==> config.mk <==
export PLATFORM = sky130hd
export DESIGN_NAME = text_line_number_and_escape_core
export DESIGN_NICKNAME = d
export VERILOG_FILES = /design/src/rtl/tlne_pkg.sv /design/src/rtl/tlne_regs.sv /design/src/rtl/tlne_front.sv /design/src/rtl/tlne_queue.sv /design/src/rtl/tlne_back.sv /design/src/rtl/text_line_number_and_escape_core.sv
export SDC_FILE = /design/constraint.sdc
export NUM_CORES = 1
export LEC_CHECK = 0
export BUFFER_PORTS_ARGS = -buffer_cell sky130_fd_sc_hd__buf_2
export CAP_MARGIN = 20
export CORE_ASPECT_RATIO = 2
export CORE_MARGIN = 2
export CORE_UTILIZATION = 45
export DETAILED_ROUTE_END_ITERATION = 8
export PLACE_DENSITY = 0.66
export SYNTH_ARGS = -nofsm -noshare
export SYNTH_HDL_FRONTEND = slang
export SYNTH_SLANG_ARGS = --single-unit
==> constraint.sdc <==
create_clock -name clk -period 5 [get_ports clk]
set_input_delay 0.25 -clock clk [delete_from_list [all_inputs] [get_ports clk]]
set_output_delay 0.25 -clock clk [all_outputs]
set_load 0.005 [all_outputs]
==> src/rtl/tlne_pkg.sv <==
// Types, constants and character codes of the line formatter.
// No dependencies.
`default_nettype none
package tlne_pkg;

  localparam int NUMBER_DIGITS = 6;
  localparam int DIG_W  = (NUMBER_DIGITS > 1) ? $clog2(NUMBER_DIGITS) : 1;
  localparam int CNT_W  = $clog2(NUMBER_DIGITS + 5);
  localparam int QDEPTH = 4;
  localparam int QPTR_W = $clog2(QDEPTH);
  localparam int QCNT_W = $clog2(QDEPTH + 1);
  localparam int ADDR_W = 5;
  localparam int DATA_W = 32;

  localparam logic [2:0] REG_NUMBER_MODE   = 3'd0;
  localparam logic [2:0] REG_SHOW_ENDS     = 3'd1;
  localparam logic [2:0] REG_SQUEEZE       = 3'd2;
  localparam logic [2:0] REG_SHOW_TABS     = 3'd3;
  localparam logic [2:0] REG_SHOW_NONPRINT = 3'd4;

  localparam logic [1:0] MODE_NONE = 2'd0;
  localparam logic [1:0] MODE_ALL  = 2'd1;

  localparam logic [7:0] CH_TAB    = 8'h09;
  localparam logic [7:0] CH_NL     = 8'h0A;
  localparam logic [7:0] CH_SPACE  = 8'h20;
  localparam logic [7:0] CH_DOLLAR = 8'h24;
  localparam logic [7:0] CH_DASH   = 8'h2D;
  localparam logic [7:0] CH_QMARK  = 8'h3F;
  localparam logic [7:0] CH_I      = 8'h49;
  localparam logic [7:0] CH_M      = 8'h4D;
  localparam logic [7:0] CH_CARET  = 8'h5E;
  localparam logic [6:0] CH_DEL    = 7'h7F;
  localparam logic [3:0] ZERO_HI   = 4'h3;
  localparam logic [6:0] CTRL_TOP  = 7'd32;
  localparam logic [6:0] CTRL_OFS  = 7'd64;

  typedef logic [NUMBER_DIGITS-1:0][3:0] bcd_t;

  typedef struct packed {
    logic [1:0] number_mode;
    logic       show_line_ends;
    logic       squeeze_empty;
    logic       show_tabs;
    logic       show_nonprinting;
  } cfg_t;

  typedef struct packed {
    logic       has_num;
    bcd_t       num;
    logic       is_nl;
    logic [7:0] data;
  } job_t;

endpackage
`default_nettype wire

==> src/rtl/tlne_regs.sv <==
// Configuration registers behind the APB-style port.
// Depends on tlne_pkg.
`default_nettype none
module tlne_regs (
  input  wire logic                      clk,
  input  wire logic                      rst_n,
  input  wire logic                      psel,
  input  wire logic                      penable,
  input  wire logic                      pwrite,
  input  wire logic [tlne_pkg::ADDR_W-1:0] paddr,
  input  wire logic [tlne_pkg::DATA_W-1:0] pwdata,
  output logic      [tlne_pkg::DATA_W-1:0] prdata,
  output logic                           pready,
  output tlne_pkg::cfg_t                 cfg
);
  import tlne_pkg::*;

  cfg_t       cfg_r, cfg_nxt;
  logic [2:0] idx;
  logic       wr;

  assign idx    = paddr[4:2];
  assign wr     = psel && penable && pwrite;
  assign pready = 1'b1;
  assign cfg    = cfg_r;

  always_comb begin
    cfg_nxt = cfg_r;
    if (wr) begin
      case (idx)
        REG_NUMBER_MODE:   cfg_nxt.number_mode      = pwdata[1:0];
        REG_SHOW_ENDS:     cfg_nxt.show_line_ends   = pwdata[0];
        REG_SQUEEZE:       cfg_nxt.squeeze_empty    = pwdata[0];
        REG_SHOW_TABS:     cfg_nxt.show_tabs        = pwdata[0];
        REG_SHOW_NONPRINT: cfg_nxt.show_nonprinting = pwdata[0];
        default: ;
      endcase
    end
  end

  always_comb begin
    prdata = '0;
    case (idx)
      REG_NUMBER_MODE:   prdata[1:0] = cfg_r.number_mode;
      REG_SHOW_ENDS:     prdata[0]   = cfg_r.show_line_ends;
      REG_SQUEEZE:       prdata[0]   = cfg_r.squeeze_empty;
      REG_SHOW_TABS:     prdata[0]   = cfg_r.show_tabs;
      REG_SHOW_NONPRINT: prdata[0]   = cfg_r.show_nonprinting;
      default: ;
    endcase
  end

  always_ff @(posedge clk) begin
    if (!rst_n) begin
      cfg_r <= '0;
    end else begin
      cfg_r <= cfg_nxt;
    end
  end

endmodule
`default_nettype wire

==> src/rtl/tlne_front.sv <==
// Front end: takes input beats, tracks line state and the BCD line number,
// and queues one job per beat that produces text. Depends on tlne_pkg.
`default_nettype none
module tlne_front (
  input  wire logic           clk,
  input  wire logic           rst_n,
  input  wire logic           accept,
  input  wire logic           in_req_type,
  input  wire logic [7:0]     in_byte,
  input  wire tlne_pkg::cfg_t cfg,
  output logic                q_push,
  output tlne_pkg::job_t      q_job
);
  import tlne_pkg::*;

  localparam bcd_t NUM_ONE = bcd_t'(1);

  logic       als_r, als_nxt;
  logic [1:0] run_r, run_nxt;
  bcd_t       num_r, num_nxt;
  logic       emit, take_num, is_nl;

  function automatic bcd_t bcd_inc(input bcd_t v);
    bcd_t r;
    logic c;
    logic sat;
    r   = v;
    c   = 1'b1;
    sat = 1'b1;
    for (int i = 0; i < NUMBER_DIGITS; i++) begin
      sat = sat && (v[i] == 4'd9);
      if (c) begin
        if (v[i] == 4'd9) begin
          r[i] = 4'd0;
        end else begin
          r[i] = v[i] + 4'd1;
          c    = 1'b0;
        end
      end
    end
    return sat ? v : r;
  endfunction

  assign is_nl = (in_byte == CH_NL);

  always_comb begin
    als_nxt  = als_r;
    run_nxt  = run_r;
    emit     = 1'b0;
    take_num = 1'b0;
    if (accept) begin
      if (in_req_type) begin
        als_nxt = 1'b1;
      end else if (is_nl) begin
        if (als_r) begin
          run_nxt  = (run_r < 2'd2) ? run_r + 2'd1 : run_r;
          emit     = !(cfg.squeeze_empty && run_nxt > 2'd1);
          take_num = emit && (cfg.number_mode == MODE_ALL);
        end else begin
          emit    = 1'b1;
          als_nxt = 1'b1;
        end
      end else begin
        emit = 1'b1;
        if (als_r) begin
          run_nxt  = 2'd0;
          take_num = (cfg.number_mode != MODE_NONE);
          als_nxt  = 1'b0;
        end
      end
    end
    num_nxt = take_num ? bcd_inc(num_r) : num_r;
  end

  assign q_push        = emit;
  assign q_job.has_num = take_num;
  assign q_job.num     = num_r;
  assign q_job.is_nl   = is_nl;
  assign q_job.data    = in_byte;

  always_ff @(posedge clk) begin
    if (!rst_n) begin
      als_r <= 1'b1;
      run_r <= 2'd0;
      num_r <= NUM_ONE;
    end else begin
      als_r <= als_nxt;
      run_r <= run_nxt;
      num_r <= num_nxt;
    end
  end

endmodule
`default_nettype wire

==> src/rtl/tlne_queue.sv <==
// Short job queue between front and back ends.
// Depends on tlne_pkg.
`default_nettype none
module tlne_queue (
  input  wire logic           clk,
  input  wire logic           rst_n,
  input  wire logic           wr_en,
  input  wire tlne_pkg::job_t wr_job,
  input  wire logic           rd_en,
  output tlne_pkg::job_t      rd_job,
  output logic                q_full,
  output logic                q_empty
);
  import tlne_pkg::*;

  job_t              mem_r [QDEPTH];
  logic [QPTR_W-1:0] wp_r, wp_nxt, rp_r, rp_nxt;
  logic [QCNT_W-1:0] cnt_r, cnt_nxt;
  logic              do_wr, do_rd;

  assign q_full  = (cnt_r == QCNT_W'(QDEPTH));
  assign q_empty = (cnt_r == '0);
  assign do_wr   = wr_en && !q_full;
  assign do_rd   = rd_en && !q_empty;
  assign rd_job  = mem_r[rp_r];

  always_comb begin
    wp_nxt  = do_wr ? wp_r + QPTR_W'(1) : wp_r;
    rp_nxt  = do_rd ? rp_r + QPTR_W'(1) : rp_r;
    cnt_nxt = cnt_r + QCNT_W'(do_wr) - QCNT_W'(do_rd);
  end

  always_ff @(posedge clk) begin
    if (do_wr) begin
      mem_r[wp_r] <= wr_job;
    end
  end

  always_ff @(posedge clk) begin
    if (!rst_n) begin
      wp_r  <= '0;
      rp_r  <= '0;
      cnt_r <= '0;
    end else begin
      wp_r  <= wp_nxt;
      rp_r  <= rp_nxt;
      cnt_r <= cnt_nxt;
    end
  end

endmodule
`default_nettype wire

==> src/rtl/tlne_back.sv <==
// Back end: walks the head job (number, tab, escaped text) into the output
// register one byte per cycle while it is free or popped. Depends on tlne_pkg.
`default_nettype none
module tlne_back (
  input  wire logic           clk,
  input  wire logic           rst_n,
  input  wire tlne_pkg::cfg_t cfg,
  input  wire tlne_pkg::job_t job,
  input  wire logic           q_empty,
  output logic                q_pop,
  output logic                empty,
  input  wire logic           pop,
  output logic [7:0]          out_byte,
  output logic                out_last
);
  import tlne_pkg::*;

  typedef struct packed {
    logic [3:0][7:0] b;
    logic [2:0]      len;
  } exp_t;

  logic [CNT_W-1:0]  cnt_r, cnt_nxt, off, total, rel, dig_pos;
  logic              ov_r, ov_nxt;
  logic [7:0]        ob_r, ob_nxt;
  logic              ol_r, ol_nxt;
  logic              advance, last;
  logic [NUMBER_DIGITS-1:0] blank;
  exp_t              body;
  logic [7:0]        cur;
  logic [3:0]        dig;

  function automatic exp_t expand(input logic [7:0] c, input logic nl, input cfg_t f);
    exp_t       e;
    logic [7:0] t0, t1;
    logic [1:0] tl;
    logic [6:0] l;
    e.b = '0;
    l   = c[6:0];
    t0  = c;
    t1  = c;
    tl  = 2'd1;
    if (nl) begin
      if (f.show_line_ends) begin
        e.b[0] = CH_DOLLAR;
        e.b[1] = CH_NL;
        e.len  = 3'd2;
      end else begin
        e.b[0] = CH_NL;
        e.len  = 3'd1;
      end
    end else if (c == CH_TAB) begin
      if (f.show_tabs) begin
        e.b[0] = CH_CARET;
        e.b[1] = CH_I;
        e.len  = 3'd2;
      end else begin
        e.b[0] = CH_TAB;
        e.len  = 3'd1;
      end
    end else if (!f.show_nonprinting) begin
      e.b[0] = c;
      e.len  = 3'd1;
    end else begin
      if (l < CTRL_TOP) begin
        t0 = CH_CARET;
        t1 = {1'b0, l + CTRL_OFS};
        tl = 2'd2;
      end else if (l == CH_DEL) begin
        t0 = CH_CARET;
        t1 = CH_QMARK;
        tl = 2'd2;
      end else begin
        t0 = {1'b0, l};
      end
      if (c[7]) begin
        e.b[0] = CH_M;
        e.b[1] = CH_DASH;
        e.b[2] = t0;
        e.b[3] = t1;
        e.len  = 3'd2 + {1'b0, tl};
      end else begin
        e.b[0] = t0;
        e.b[1] = t1;
        e.len  = {1'b0, tl};
      end
    end
    return e;
  endfunction

  assign body    = expand(job.data, job.is_nl, cfg);
  assign off     = job.has_num ? CNT_W'(NUMBER_DIGITS + 1) : '0;
  assign total   = off + CNT_W'(body.len);
  assign last    = (cnt_r == total - CNT_W'(1));
  assign rel     = cnt_r - off;
  assign dig_pos = CNT_W'(NUMBER_DIGITS - 1) - cnt_r;
  assign dig     = job.num[dig_pos[DIG_W-1:0]];

  always_comb begin
    blank[0] = 1'b0;
    for (int i = NUMBER_DIGITS - 1; i > 0; i--) begin
      if (i == NUMBER_DIGITS - 1) begin
        blank[i] = (job.num[i] == 4'd0);
      end else begin
        blank[i] = (job.num[i] == 4'd0) && blank[i+1];
      end
    end
  end

  always_comb begin
    if (job.has_num && cnt_r < CNT_W'(NUMBER_DIGITS)) begin
      cur = blank[dig_pos[DIG_W-1:0]] ? CH_SPACE : {ZERO_HI, dig};
    end else if (job.has_num && cnt_r == CNT_W'(NUMBER_DIGITS)) begin
      cur = CH_TAB;
    end else begin
      cur = body.b[rel[1:0]];
    end
  end

  assign advance = !q_empty && (!ov_r || pop);
  assign q_pop   = advance && last;

  always_comb begin
    cnt_nxt = cnt_r;
    ov_nxt  = ov_r && !pop;
    ob_nxt  = ob_r;
    ol_nxt  = ol_r;
    if (advance) begin
      cnt_nxt = last ? '0 : cnt_r + CNT_W'(1);
      ov_nxt  = 1'b1;
      ob_nxt  = cur;
      ol_nxt  = last;
    end
  end

  assign empty    = !ov_r;
  assign out_byte = ob_r;
  assign out_last = ol_r;

  always_ff @(posedge clk) begin
    ob_r <= ob_nxt;
    ol_r <= ol_nxt;
  end

  always_ff @(posedge clk) begin
    if (!rst_n) begin
      cnt_r <= '0;
      ov_r  <= 1'b0;
    end else begin
      cnt_r <= cnt_nxt;
      ov_r  <= ov_nxt;
    end
  end

endmodule
`default_nettype wire

==> src/rtl/text_line_number_and_escape_core.sv <==
// Usage
//   Input queue port: push/full with in_req_type (0 data byte, 1 end of source)
//   and in_byte. Output queue port: empty/pop with out_byte and out_last, which
//   marks the final byte caused by one input beat. Beats that cause no text
//   (end of source, squeezed empty lines) produce nothing on the output.
//   Registers number_mode, show_line_ends, squeeze_empty, show_tabs and
//   show_nonprinting sit at byte addresses 0,4,8,12,16 of the APB-style port;
//   write them only while the block is idle.
//   An input beat's first output byte passes the job queue, then the output
//   register. The back end emits one byte per cycle while pop keeps the
//   output register free; a line number adds NUMBER_DIGITS+1 bytes and an
//   escape up to three more. A four-entry job queue lets input run ahead while
//   the back end expands. When pop stays low the output byte holds, the queue
//   fills and full rises. Reset clears the registers, sets line start and the
//   line number to 1, and empties the queue and output register.
// Depends on tlne_pkg, tlne_regs, tlne_front, tlne_queue, tlne_back.
`default_nettype none
module text_line_number_and_escape_core (
  input  wire logic                        clk,
  input  wire logic                        rst_n,
  input  wire logic                        push,
  output logic                             full,
  input  wire logic                        in_req_type,
  input  wire logic [7:0]                  in_byte,
  output logic                             empty,
  input  wire logic                        pop,
  output logic [7:0]                       out_byte,
  output logic                             out_last,
  input  wire logic                        psel,
  input  wire logic                        penable,
  input  wire logic                        pwrite,
  input  wire logic [tlne_pkg::ADDR_W-1:0] paddr,
  input  wire logic [tlne_pkg::DATA_W-1:0] pwdata,
  output logic      [tlne_pkg::DATA_W-1:0] prdata,
  output logic                             pready
);
  import tlne_pkg::*;

  cfg_t cfg;
  job_t f_job, b_job;
  logic f_push, q_full, q_empty, q_pop, accept;

  assign full   = q_full;
  assign accept = push && !q_full;

  tlne_regs u_regs (
    .clk, .rst_n, .psel, .penable, .pwrite, .paddr, .pwdata, .prdata, .pready, .cfg
  );

  tlne_front u_front (
    .clk, .rst_n, .accept, .in_req_type, .in_byte, .cfg,
    .q_push(f_push), .q_job(f_job)
  );

  tlne_queue u_queue (
    .clk, .rst_n, .wr_en(f_push), .wr_job(f_job), .rd_en(q_pop),
    .rd_job(b_job), .q_full, .q_empty
  );

  tlne_back u_back (
    .clk, .rst_n, .cfg, .job(b_job), .q_empty, .q_pop,
    .empty, .pop, .out_byte, .out_last
  );

endmodule
`default_nettype wire

## Word level (Yosys, flattened, before mapping)

Memory sizes are Yosys's and may differ from the RTL's. A register that Yosys moved wholly into a read port is not among the register bits.
Index checks and enable logic that the tools add are counted.

| cells by class | value |
|---|---|
| $add $sub $neg | 18 |
| $mul | 0 |
| divide/modulo/power cells | 0 |
| order comparisons | 6 |
| equal/unequal tests | 17 |
| shift-type cells | 0 |
| multiplexer cells | 69 |
| bitwise logic cells | 2 |
| reduce and logical (&&, ||, !) cells | 47 |

Operators by type and width:

| cell | count |
|---|---|
| two-way mux 19 bit | 3 |
| two-way mux 16 bit | 3 |
| two-way mux 8 bit | 6 |
| two-way mux 4 bit | 9 |
| adder 4 x 1 -> 4 bit, second input constant | 7 |
| two-way mux 1 bit | 25 |
| == test 4 bit, second input constant | 6 |
| two-way mux 24 bit | 1 |
| two-way mux 2 bit | 11 |
| logical AND 1 bit | 21 |
| zero test 4 bit | 5 |
| AND reduction 3 bit | 6 |
| binary-select mux 8 bit (select 2 bit) | 1 |
| == test 8 x 4 -> 1 bit, second input constant | 2 |
| two-way mux 7 bit | 2 |
| binary-select mux 4 bit (select 3 bit) | 1 |
| AND reduction 2 bit | 6 |
| two-way mux 11 bit | 1 |
| two-way mux 10 bit | 1 |
| two-way mux 9 bit | 1 |
| adder 7 bit, second input constant | 1 |
| == test 7 bit, second input constant | 1 |
| < comparator 7 x 6 -> 1 bit, second input constant | 1 |
| adder 2 x 1 -> 2 bit, second input constant | 3 |
| 27 further kinds | 35 |

| word-level totals | value |
|---|---|
| flip-flop bits (word level) | 54 |
| bits in latches | 0 |
| bits in writable memories | 136 |
| bits in read-only memories | 0 |
| input bits | 53 |
| logic and storage cells | 180 |
| memories | 1 |

Memory list:

| memory | depth | width | read ports | clocked after memory_dff | wr ports | line | text |
|---|---|---|---|---|---|---|---|
| u_queue.mem_r | 4 | 34 | 1 | 1 | 1 | tlne_queue.sv:16 | `job_t mem_r [QDEPTH];` |

## Longest topological paths before layout

Gate-level depths: netlist of the first run.

| depth | value |
|---|---|
| depth after elaboration | 18 |
| gate-level depth with buffers | 24 |

## Hierarchy

From an unflattened synthesis of the first run, not the netlist that was laid out.

| unflattened totals | value |
|---|---|
| cells, all modules | 694 |
| area, all modules | 9340.2 um^2 |

By module, submodules not included:

| module | times used | cells each | area each (um^2) |
|---|---|---|---|
| tlne_queue | 1 | 229 | 5440.2 |
| tlne_front | 1 | 201 | 1650.3 |
| tlne_back | 1 | 192 | 1630.3 |
| tlne_regs | 1 | 71 | 605.6 |
| text_line_number_and_escape_core | 1 | 1 | 13.8 |

## Least setup slack after synthesis of the first run

No wires, ideal clock.

| timing | value |
|---|---|
| path type | register to register |
| start point | register (tool-made name) |
| end point | register u_queue.cnt_r[1] |
| library setup time | 115 ps |
| arrival time | 4922 ps |
| data required time | 4885 ps |
| slack | -37 ps |
| cell stages (with the launch flop) | 22 |
| path buffers | 1 |
| period minus slack after synthesis | 5037 ps |
| cells stage by stage | dfxtp_1 -> buf_6 -> mux4_1 -> and2_1 -> nand4_1 -> o21bai_1 -> ha_1 -> nand3_1 -> a31o_2 -> ha_1 -> inv_1 -> ha_1 -> inv_1 -> fa_1 -> xnor2_1 -> nor4_1 -> and2_1 -> ha_1 -> inv_1 -> ha_1 -> fa_1 -> and2_1 |

RTL lines:

| element | line | text |
|---|---|---|
| to (signal assigned) | tlne_queue.sv:47 | `cnt_r <= cnt_nxt;` |
| to (decl) | tlne_queue.sv:18 | `logic [QCNT_W-1:0] cnt_r, cnt_nxt;` |

==> results.txt, run 1 <==
----------------------------------------------------
[Route]
  Vias/cell ... approximately 5.6
  Total wire length ... about 20000 um
  Drt pass-1 iters ... 5
  Routed Antenna Nets ... 0
  Number of remaining DRC errors ... 0
  Drt first-iter violations ... a little under 400
  Via count ... about 5700
  Post-detailed-route wirelength per cell ... about 20 um

[Floorplanning]
  Number of top-level pins ... slightly below 100
  Die Width ... 104 um
  Core area ... around 20000 um^2
  Cell Rows ... 73
  Die ar. ... 21300 um^2
  Chip height ... 205 um
  Starting utilization of the core area ... a little under half

[Global routing]
  Vias in the first global route ... ~5800
  Aggregate global-route resource usage ... a little under 20%
  Antenna violations before repair ... 0
  Wire length of the first global-routing pass ... 31000 um
  Largest net degree at the start of global routing ... 42
  Grt ovf ... 0

[Layout]
  Post-route design area ... roughly 10000 um^2
  Register cell area after layout ... between 5000 and 6000 um^2
  Most common cell after layout, fill and taps aside ... sky130_fd_sc_hd__edfxtp_1
  Highest-count cells in the layout ignoring fill and taps ... sky130_fd_sc_hd__edfxtp_1, sky130_fd_sc_hd__nor2_1, sky130_fd_sc_hd__dfxtp_1, sky130_fd_sc_hd__nand2_1, sky130_fd_sc_hd__buf_2
  # nets final ... approximately 810
  Multi-input gate area ... between 3000 and 4000 um^2
  Number of diodes ... 0
  Final non-filler cell total ... 1014
  Area grow syn2layout ... 12.4%
  Number of filler cells placed in the layout ... 1669
  Share of layout cells above drive strength 1 ... between 15 and 20%

[Hold path]
  Type of the tightest min-delay check ... input port to register

[Clock tree]
  Num CTS Buffers ... 17
  CTS tree ... yes
  CTS Sinks ... approximately 190
  CTS H-Tree Depth ... 4
  Maximum clock path buffer count ... 2
  Root buffer cell ... sky130_fd_sc_hd__clkbuf_16
  Clock latency on the worst-skew pair ... about 0.43 ns
  Worst-path clk slew ... about 0.070 ns

[Timing]
  Worst hold slack ... just under 0.05 ns
  Max Clock Freq ... slightly above 200 MHz
  Share of the clock period used by the worst path ... between 90% and 100%
  Minimum clock period after layout ... 4.84 ns
  Max-slew violation count ... 0
  Final count of negative-setup-slack endpoints ... 0
  Clk_skew ... 0.00853 ns
  Slew headroom ... a little over a quarter
  Slew at the pin closest to its max-slew limit ... ~1.1 ns
  Final hold violation count ... 0
  Total Negative Setup Slacks ... 0 ns

[Synth]
  Number of cells produced by synthesis ... around 700
  Synthesis warning total ... 0
  Area share of the largest cell type after synthesis ... 48.1%
  Flop and latch count out of synthesis ... around 190
  Number of enable flip-flop cells after synthesis ... 145
  Cell area after synthesis ... between 9000 and 10000 um^2
  Share of flip-flops with an asynchronous set or reset ... 0%
  Main area contributors after synthesis ... sky130_fd_sc_hd__edfxtp_1, sky130_fd_sc_hd__dfxtp_1, sky130_fd_sc_hd__mux4_2, sky130_fd_sc_hd__mux4_1, sky130_fd_sc_hd__nor2_1
  Prevailing post-synth register cell ... sky130_fd_sc_hd__edfxtp_1
  Count of unique library cells instantiated by Yosys ... 71
  Post-synth top area cell ... sky130_fd_sc_hd__edfxtp_1
  Sequential share of the synthesized area ... between 50% and 60%
  Mean Syn Cell Area ... 13.2 um^2

[Power]
  P per Cell Area ... ~400 nW/um^2
  Standby leakage power ... approximately 3.5 nW
  VDD IR-drop max ... ~0.26 mV

[Critical path]
  CP Capture Type ... register
  Type of element launching the critical path ... register
  Worst setup path category ... register to register
  Worst-case register-to-register setup slack ... between 0.15 and 0.2 ns
  Critical Path RT ... roughly 5.3 ns
  Worst endpoint data arrival time ... slightly above 5 ns
  Crit path max fanout ... 8

[Place]
  Placed wire-length estimate after detailed placement ... between 10000 and 15000 um
  Post-detailed-placement cell area ... approximately 9500 um^2
  Buffers on Ports ... 33
  Final RePlAce weighted congestion ... between 0.8 and 0.9
  Placed insts ... about 980

[Status]
  Outcome ... finished clean

[Job]
  Max-cap viol count ... 0

----------------------------------------------------
-- cell usage after synthesis, drive strengths merged (2+ instances only) --
library cell / n
or4: 3
inv: 29
nor3b: 7
nor2: 68
mux2: 2
nor4: 7
nand2b: 3
a221oi: 2
nand3: 17
fa: 2
dfxtp: 47
o211ai: 7
conb: 2
a21o: 4
o21a: 2
a22oi: 2
nand2: 44
a31oi: 6
nor4b: 4
a311oi: 2
xor2: 10
xnor2: 17
a211oi: 4
o21ai: 17
a211o: 3
mux4: 34
clkbuf: 15
edfxtp: 145
or3: 4
nand4bb: 3
a21oi: 28
ha: 15
o22ai: 4
and2: 10
nor3: 8
buf: 43
o31ai: 2
a41o: 3
o2111ai: 3
mux2i: 21
nand4b: 3
nand4: 11
nor2b: 8
-- power breakdown --
group          internal, W  switching (W)  leakage (nW)
combinational     0.000376       0.000566          1.53
clock             0.000740       0.000584         0.274
sequential         0.00183      0.0000720          1.66
-- kinds of logic (layout without fill, tap and decap cells) --
group	count (synthesis)	count (layout)	synth area share, %
fa+ha+maj	18	18	2.63
buf+inv	87	126	5.48
mux	57	57	11.6
other cells	2	31	0.0830
simple gates	203	203	11.8
flops	192	192	58.5
compound gates	98	98	7.25
xor+xnor	27	27	2.70
-- layer usage --
metal | track usage (%) | share of wire (%) | up-vias
li1 | - | - | 2624
met1 | 18.4 | 34 | 2874
met2 | 38.9 | 59 | 144
met3 | 2.39 | 2.5 | 40
met4 | 10.1 | 3.7 | 0
met5 | 0 | 0 | -
-- path summary, 6_finish.rpt --
kind                    start                   to  depth (start not counted)
max                  register     u_queue.cnt_r[1]                         21
max reg2reg          register     u_queue.cnt_r[1]                         21
min reg2reg  u_front.run_r[1]     u_front.run_r[1]                          2
min                in_byte[2]  u_queue.mem_r[1][2]                          1
-- area by class of cell --
cell class                      count  share of cell area (%)
Sequential cell                   192                    52.1
Multi-Input combinational cell    434                    33.9
Inverter                           29                    1.07
Clock inverter                     12                    1.33
Clock buffer                       20                    4.29
Timing Repair Buffer               65                    4.04
Tap cell                          262                    3.22
-- through the flow --
| step | power (W) | utilization, % | setup slack, ns |
|---|---|---|---|
| 2_1_floorplan | 0.00255 | - | 0.0839 |
| 3_3_place_gp | 0.00281 | 47.7 | 0.0191 |
| 3_5_place_dp | 0.00284 | 47.7 | -0.0477 |
| 4_1_cts | 0.00414 | 50.6 | 0.0189 |
| 5_1_grt | 0.00433 | 51.3 | -0.0207 |
| 6_report | 0.00417 | 51.3 | 0.158 |
-- registers in the layout, summed over array words and instances (netlist names), named ones only --
signal	cells
u_front.run_r	2
u_regs.cfg	6
u_back.ov_r	1
u_back.out_last	1
u_queue.mem_r	136
u_queue.cnt_r	3
u_back.cnt_r	4
u_back.out_byte	8
u_front.als_r	1
u_front.q_job	24
u_queue.wp_r	2
u_queue.rp_r	2
-- worst max-delay path, cell delays in order, from the launching register on --
cell	delay, ns
sky130_fd_sc_hd__dfxtp_4	0.44
sky130_fd_sc_hd__mux4_2	0.56
sky130_fd_sc_hd__and2_4	0.18
sky130_fd_sc_hd__nand4_1	0.13
sky130_fd_sc_hd__o21bai_2	0.10
sky130_fd_sc_hd__ha_1	0.28
sky130_fd_sc_hd__nand3_1	0.09
sky130_fd_sc_hd__a31o_4	0.23
sky130_fd_sc_hd__ha_1	0.26
sky130_fd_sc_hd__inv_1	0.06
sky130_fd_sc_hd__ha_1	0.13
sky130_fd_sc_hd__inv_1	0.05
sky130_fd_sc_hd__fa_2	0.40
sky130_fd_sc_hd__xor2_2	0.16
sky130_fd_sc_hd__xnor2_1	0.13
sky130_fd_sc_hd__nor4_2	0.31
sky130_fd_sc_hd__and2_4	0.24
sky130_fd_sc_hd__ha_4	0.21
sky130_fd_sc_hd__inv_2	0.06
sky130_fd_sc_hd__ha_4	0.12
sky130_fd_sc_hd__fa_1	0.41
sky130_fd_sc_hd__and2_1	0.17
-- repair_timing --
item / in CTS / in global routing
resized for setup: 1 / 24
setup buffers: 0 / 5
hold buffers: 0 / 0
setup endpoints to repair: 2 / 2
pin swaps: 0 / 9
Note: power is estimated with default switching activity, not from simulation.
==> run 2, diff against run 1 <==
--- a/config.mk
+++ b/config.mk
@@ -5,13 +5,13 @@
 export SDC_FILE = /design/constraint.sdc
 export NUM_CORES = 1
 export LEC_CHECK = 0
-export BUFFER_PORTS_ARGS = -buffer_cell sky130_fd_sc_hd__buf_2
 export CAP_MARGIN = 20
 export CORE_ASPECT_RATIO = 2
 export CORE_MARGIN = 2
 export CORE_UTILIZATION = 45
 export DETAILED_ROUTE_END_ITERATION = 8
-export PLACE_DENSITY = 0.66
+export DONT_BUFFER_PORTS = 1
 export SYNTH_ARGS = -nofsm -noshare
 export SYNTH_HDL_FRONTEND = slang
+export SYNTH_HIERARCHICAL = 1
 export SYNTH_SLANG_ARGS = --single-unit
==> results.txt, run 2 <==
----------------------------------------------------
[Floorplanning]
  Cell Rows ... 74 (+1.4%)
  Die ar. ... 22000 um^2 (+3.2%)
  Chip height ... 208 um (+1.6%)
  Core area ... 20400 um^2 (+2.8%)
  Number of top-level pins ... 97 (unchanged)
  Die Width ... 106 um (+1.5%)
  Starting utilization of the core area ... 45.9% (+0.21 points)

[Clock tree]
  Root buffer cell ... sky130_fd_sc_hd__clkbuf_16
  Maximum clock path buffer count ... 2 (unchanged)
  CTS Sinks ... 192 (unchanged)
  CTS tree ... yes
  Clock latency on the worst-skew pair ... 0.44 ns (about the same)
  Num CTS Buffers ... 17 (unchanged)
  Worst-path clk slew ... 0.07 ns (about the same)
  CTS H-Tree Depth ... 4 (unchanged)

[Global routing]
  Wire length of the first global-routing pass ... 33300 um (+7.3%)
  Antenna violations before repair ... 0 (unchanged)
  Vias in the first global route ... 6094 (+5.6%)
  Aggregate global-route resource usage ... 20.3% (+1.0 points)
  Grt ovf ... 0 (unchanged)
  Largest net degree at the start of global routing ... 35 (-17%)

[Synth]
  Prevailing post-synth register cell ... sky130_fd_sc_hd__edfxtp_1
  Synthesis warning total ... 6 (+6)
  Share of flip-flops with an asynchronous set or reset ... 0% (unchanged)
  Most numerous cell types in the synthesized netlist ... sky130_fd_sc_hd__edfxtp_1, sky130_fd_sc_hd__nand2_1, sky130_fd_sc_hd__dfxtp_1
  Flop and latch count out of synthesis ... 192 (unchanged)
  Number of cells produced by synthesis ... 694 (+1.5%)
  Number of enable flip-flop cells after synthesis ... 145 (unchanged)
  Main area contributors after synthesis ... sky130_fd_sc_hd__edfxtp_1, sky130_fd_sc_hd__dfxtp_1, sky130_fd_sc_hd__mux4_2, sky130_fd_sc_hd__buf_4, sky130_fd_sc_hd__nand2_1
  Cell area after synthesis ... 9340 um^2 (+3.3%)
  Count of unique library cells instantiated by Yosys ... 82 (+15%)
  Post-synth top area cell ... sky130_fd_sc_hd__edfxtp_1
  Area share of the largest cell type after synthesis ... 46.6% (-1.5 points)
  Sequential share of the synthesized area ... 56.7% (-1.8 points)
  Most frequent cell after synthesis ... sky130_fd_sc_hd__edfxtp_1
  Mean Syn Cell Area ... 13.5 um^2 (+1.8%)

[Critical path]
  Crit path max fanout ... 9 (+1)
  Worst setup path category ... register to register
  Critical Path, Cell by Cell ... buf_12, mux4_2, buf_4, buf_12, ha_1, nand3_1, nand2_1, nand2_1, ha_1, inv_1, ha_1, inv_2, fa_1, xnor2_2, nor4_4, and2_4, nor2b_4, ha_1, inv_1, ha_1, fa_2, xnor2_2, xnor2_1, and2_1
  Worst endpoint data arrival time ... 5.22 ns (+0.05 ns)
  CP Capture Type ... register
  Most prevalent standard cell on the critical path ... sky130_fd_sc_hd__ha_1
  Type of element launching the critical path ... register
  Slowest CP cell ... sky130_fd_sc_hd__mux4_2
  Maximum single-stage delay on the critical path ... 0.57 ns (about the same)
  Critical Path RT ... 5.34 ns (+0.02 ns)

[Job]
  Max-cap viol count ... 0 (unchanged)

[Layout]
  Most common cell after layout, fill and taps aside ... sky130_fd_sc_hd__edfxtp_1
  Number of diodes ... 0 (unchanged)
  Area grow syn2layout ... 11.9%
  Max FFs per register ... 136 (unchanged)
  # nets final ... 794 (-1.9%)
  Highest-count cells in the layout ignoring fill and taps ... sky130_fd_sc_hd__edfxtp_1, sky130_fd_sc_hd__nand2_1, sky130_fd_sc_hd__dfxtp_1, sky130_fd_sc_hd__buf_4, sky130_fd_sc_hd__mux4_2
  Multi-input gate area ... 3590 um^2 (+4.1%)
  Number of filler cells placed in the layout ... 1745 (+4.6%)
  Share of layout cells above drive strength 1 ... 19.8% (+0.13 points)
  Register cell area after layout ... 5300 um^2 (about the same)
  Register containing the most flip-flops in the final layout ... u_queue/mem_r
  Finished Core Util ... 51.3% (about the same)
  Final non-filler cell total ... 1003 (-1.1%)

[Route]
  Via count ... 5811 (+2.3%)
  Vias/cell ... 5.79 (+3.4%)
  Routed Antenna Nets ... 0 (unchanged)
  Total wire length ... 21300 um (+5.9%)
  Drt first-iter violations ... 267 (-32%)
  Drt pass-1 iters ... 5 (unchanged)
  Post-detailed-route wirelength per cell ... 21.2 um (+7.1%)
  Number of remaining DRC errors ... 0 (unchanged)

[Hold path]
  Type of the tightest min-delay check ... input port to register

[Place]
  Setup slack at placement ... -0.237 ns (-0.190 ns)
  Buffers on Ports ... 0 (-100%)
  Final RePlAce weighted congestion ... 0.892 (+4.6%)
  Placed insts ... 953 (-2.3%)
  Placed wire-length estimate after detailed placement ... 14700 um (+4.7%)

[Power]
  P per Cell Area ... 380 nW/um^2 (-7.5%)
  VDD IR-drop max ... 0.174 mV (-33%)
  Standby leakage power ... 3.53 nW (+1.7%)

[Timing]
  Max Clock Freq ... 205 MHz (-0.89%)
  Final hold violation count ... 0 (unchanged)
  Total Negative Setup Slacks ... 0 ns (unchanged)
  Final count of negative-setup-slack endpoints ... 0 (unchanged)
  Slew headroom ... 29.6% (+2.9 points)
  Slew at the pin closest to its max-slew limit ... 1.05 ns (-0.0440 ns)
  Clk_skew ... 0.00996 ns (+0.00144 ns)
  Max-slew violation count ... 0 (unchanged)
  Worst hold slack ... 0.0271 ns (-0.0225 ns)
  Minimum clock period after layout ... 4.89 ns (+0.0435 ns)
  Worst Setup Slack, final ... 0.115 ns (-0.0435 ns)
  Unrepaired setup endpoints after global routing ... yes
  Share of the clock period used by the worst path ... 97.7% (+0.87 points)

[Status]
  Outcome ... finished clean

----------------------------------------------------
run 2: changes by cell type after synthesis, moves of 5 or more:
cell,previous run,this run
sky130_fd_sc_hd__buf_4,32,43
sky130_fd_sc_hd__mux4_1,13,4
sky130_fd_sc_hd__mux4_2,21,34
sky130_fd_sc_hd__nand2_1,44,54
sky130_fd_sc_hd__nand2b_1,3,8
sky130_fd_sc_hd__nand3b_1,1,7
sky130_fd_sc_hd__nor2_1,67,16
sky130_fd_sc_hd__o31ai_1,2,14
sky130_fd_sc_hd__or4_1,3,9
sky130_fd_sc_hd__xnor2_1,16,7
sky130_fd_sc_hd__xor2_1,10,3
run 2: layer usage:
metal  up-vias  share of wire, %  global-route usage [%]
met5         -                 0                       0
met4         0               3.7                    9.53
met3        42               2.4                    3.92
met2       145                60                    40.3
met1      2961                34                    19.1
li1       2663                 -                       -
run 2: kinds of logic (layout without fill, tap and decap cells):
logic type | count (synthesis) | in the layout | synth area share [%]
muxes | 59 | 59 | 11.6
buffers and inverters | 105 | 119 | 6.86
DFF | 192 | 192 | 56.7
and+or+nand+nor | 196 | 196 | 12.8
AOI/OAI and AO/OA | 111 | 111 | 8.12
xor gates and xnor gates | 12 | 12 | 1.42
other | 2 | 31 | 0.0804
adders and majority gates | 17 | 17 | 2.44
run 2: worst max-delay path, delay by kind of cell, from the launching register on:
kind,cells,cell delay (ns)
adders and majority gates,7,1.86
and+or+nand+nor,7,0.96
buffers and inverters,6,0.57
muxes,1,0.57
xor gates and xnor gates,3,0.45
DFF,1,0.34
run 2: area by class of cell:
class                           instances  share of cell area [%]
Clock buffer                           18                    4.11
Clock inverter                         14                    1.72
Inverter                               31                    1.11
Multi-Input combinational cell        426                    34.4
Sequential cell                       192                    50.7
Tap cell                              266                    3.19
Timing Repair Buffer                   56                    4.79
run 2: report_power, final:
part           leakage [nW]  switching [W]  internal [W]
Sequential             1.76      0.0000673       0.00182
Combinational          1.48       0.000394      0.000291
Clock                 0.291       0.000600      0.000796
Total                  3.53        0.00106       0.00290
run 2: path summary, 6_finish.rpt:
path               startpoint                to  slack [ns]  cells past startpoint
max                  register  u_queue/cnt_r[2]        0.11                     24
min                     rst_n   u_queue/rp_r[0]        0.03                      2
max reg2reg          register  u_queue/cnt_r[2]        0.11                     24
min reg2reg  u_front/run_r[0]  u_front/run_r[0]        0.50                      2
run 2: metrics by stage:
| step | area, um^2 | power (W) |
|---|---|---|
| CTS | 10400 | 0.00396 |
| floorplan | 9450 | 0.00236 |
| finish | 10400 | 0.00397 |
| global placement | 9580 | 0.00253 |
| global route | 10400 | 0.00412 |
| detailed placement | 9580 | 0.00254 |
run 2: repair_timing:
item,4_1_cts,5_1_grt
resized for setup,7,11
hold buffers,13,0
endpoints found under the setup margin,2,2
buffers inserted,2,3
pin swaps,6,5
hold endpoints to repair,57,0
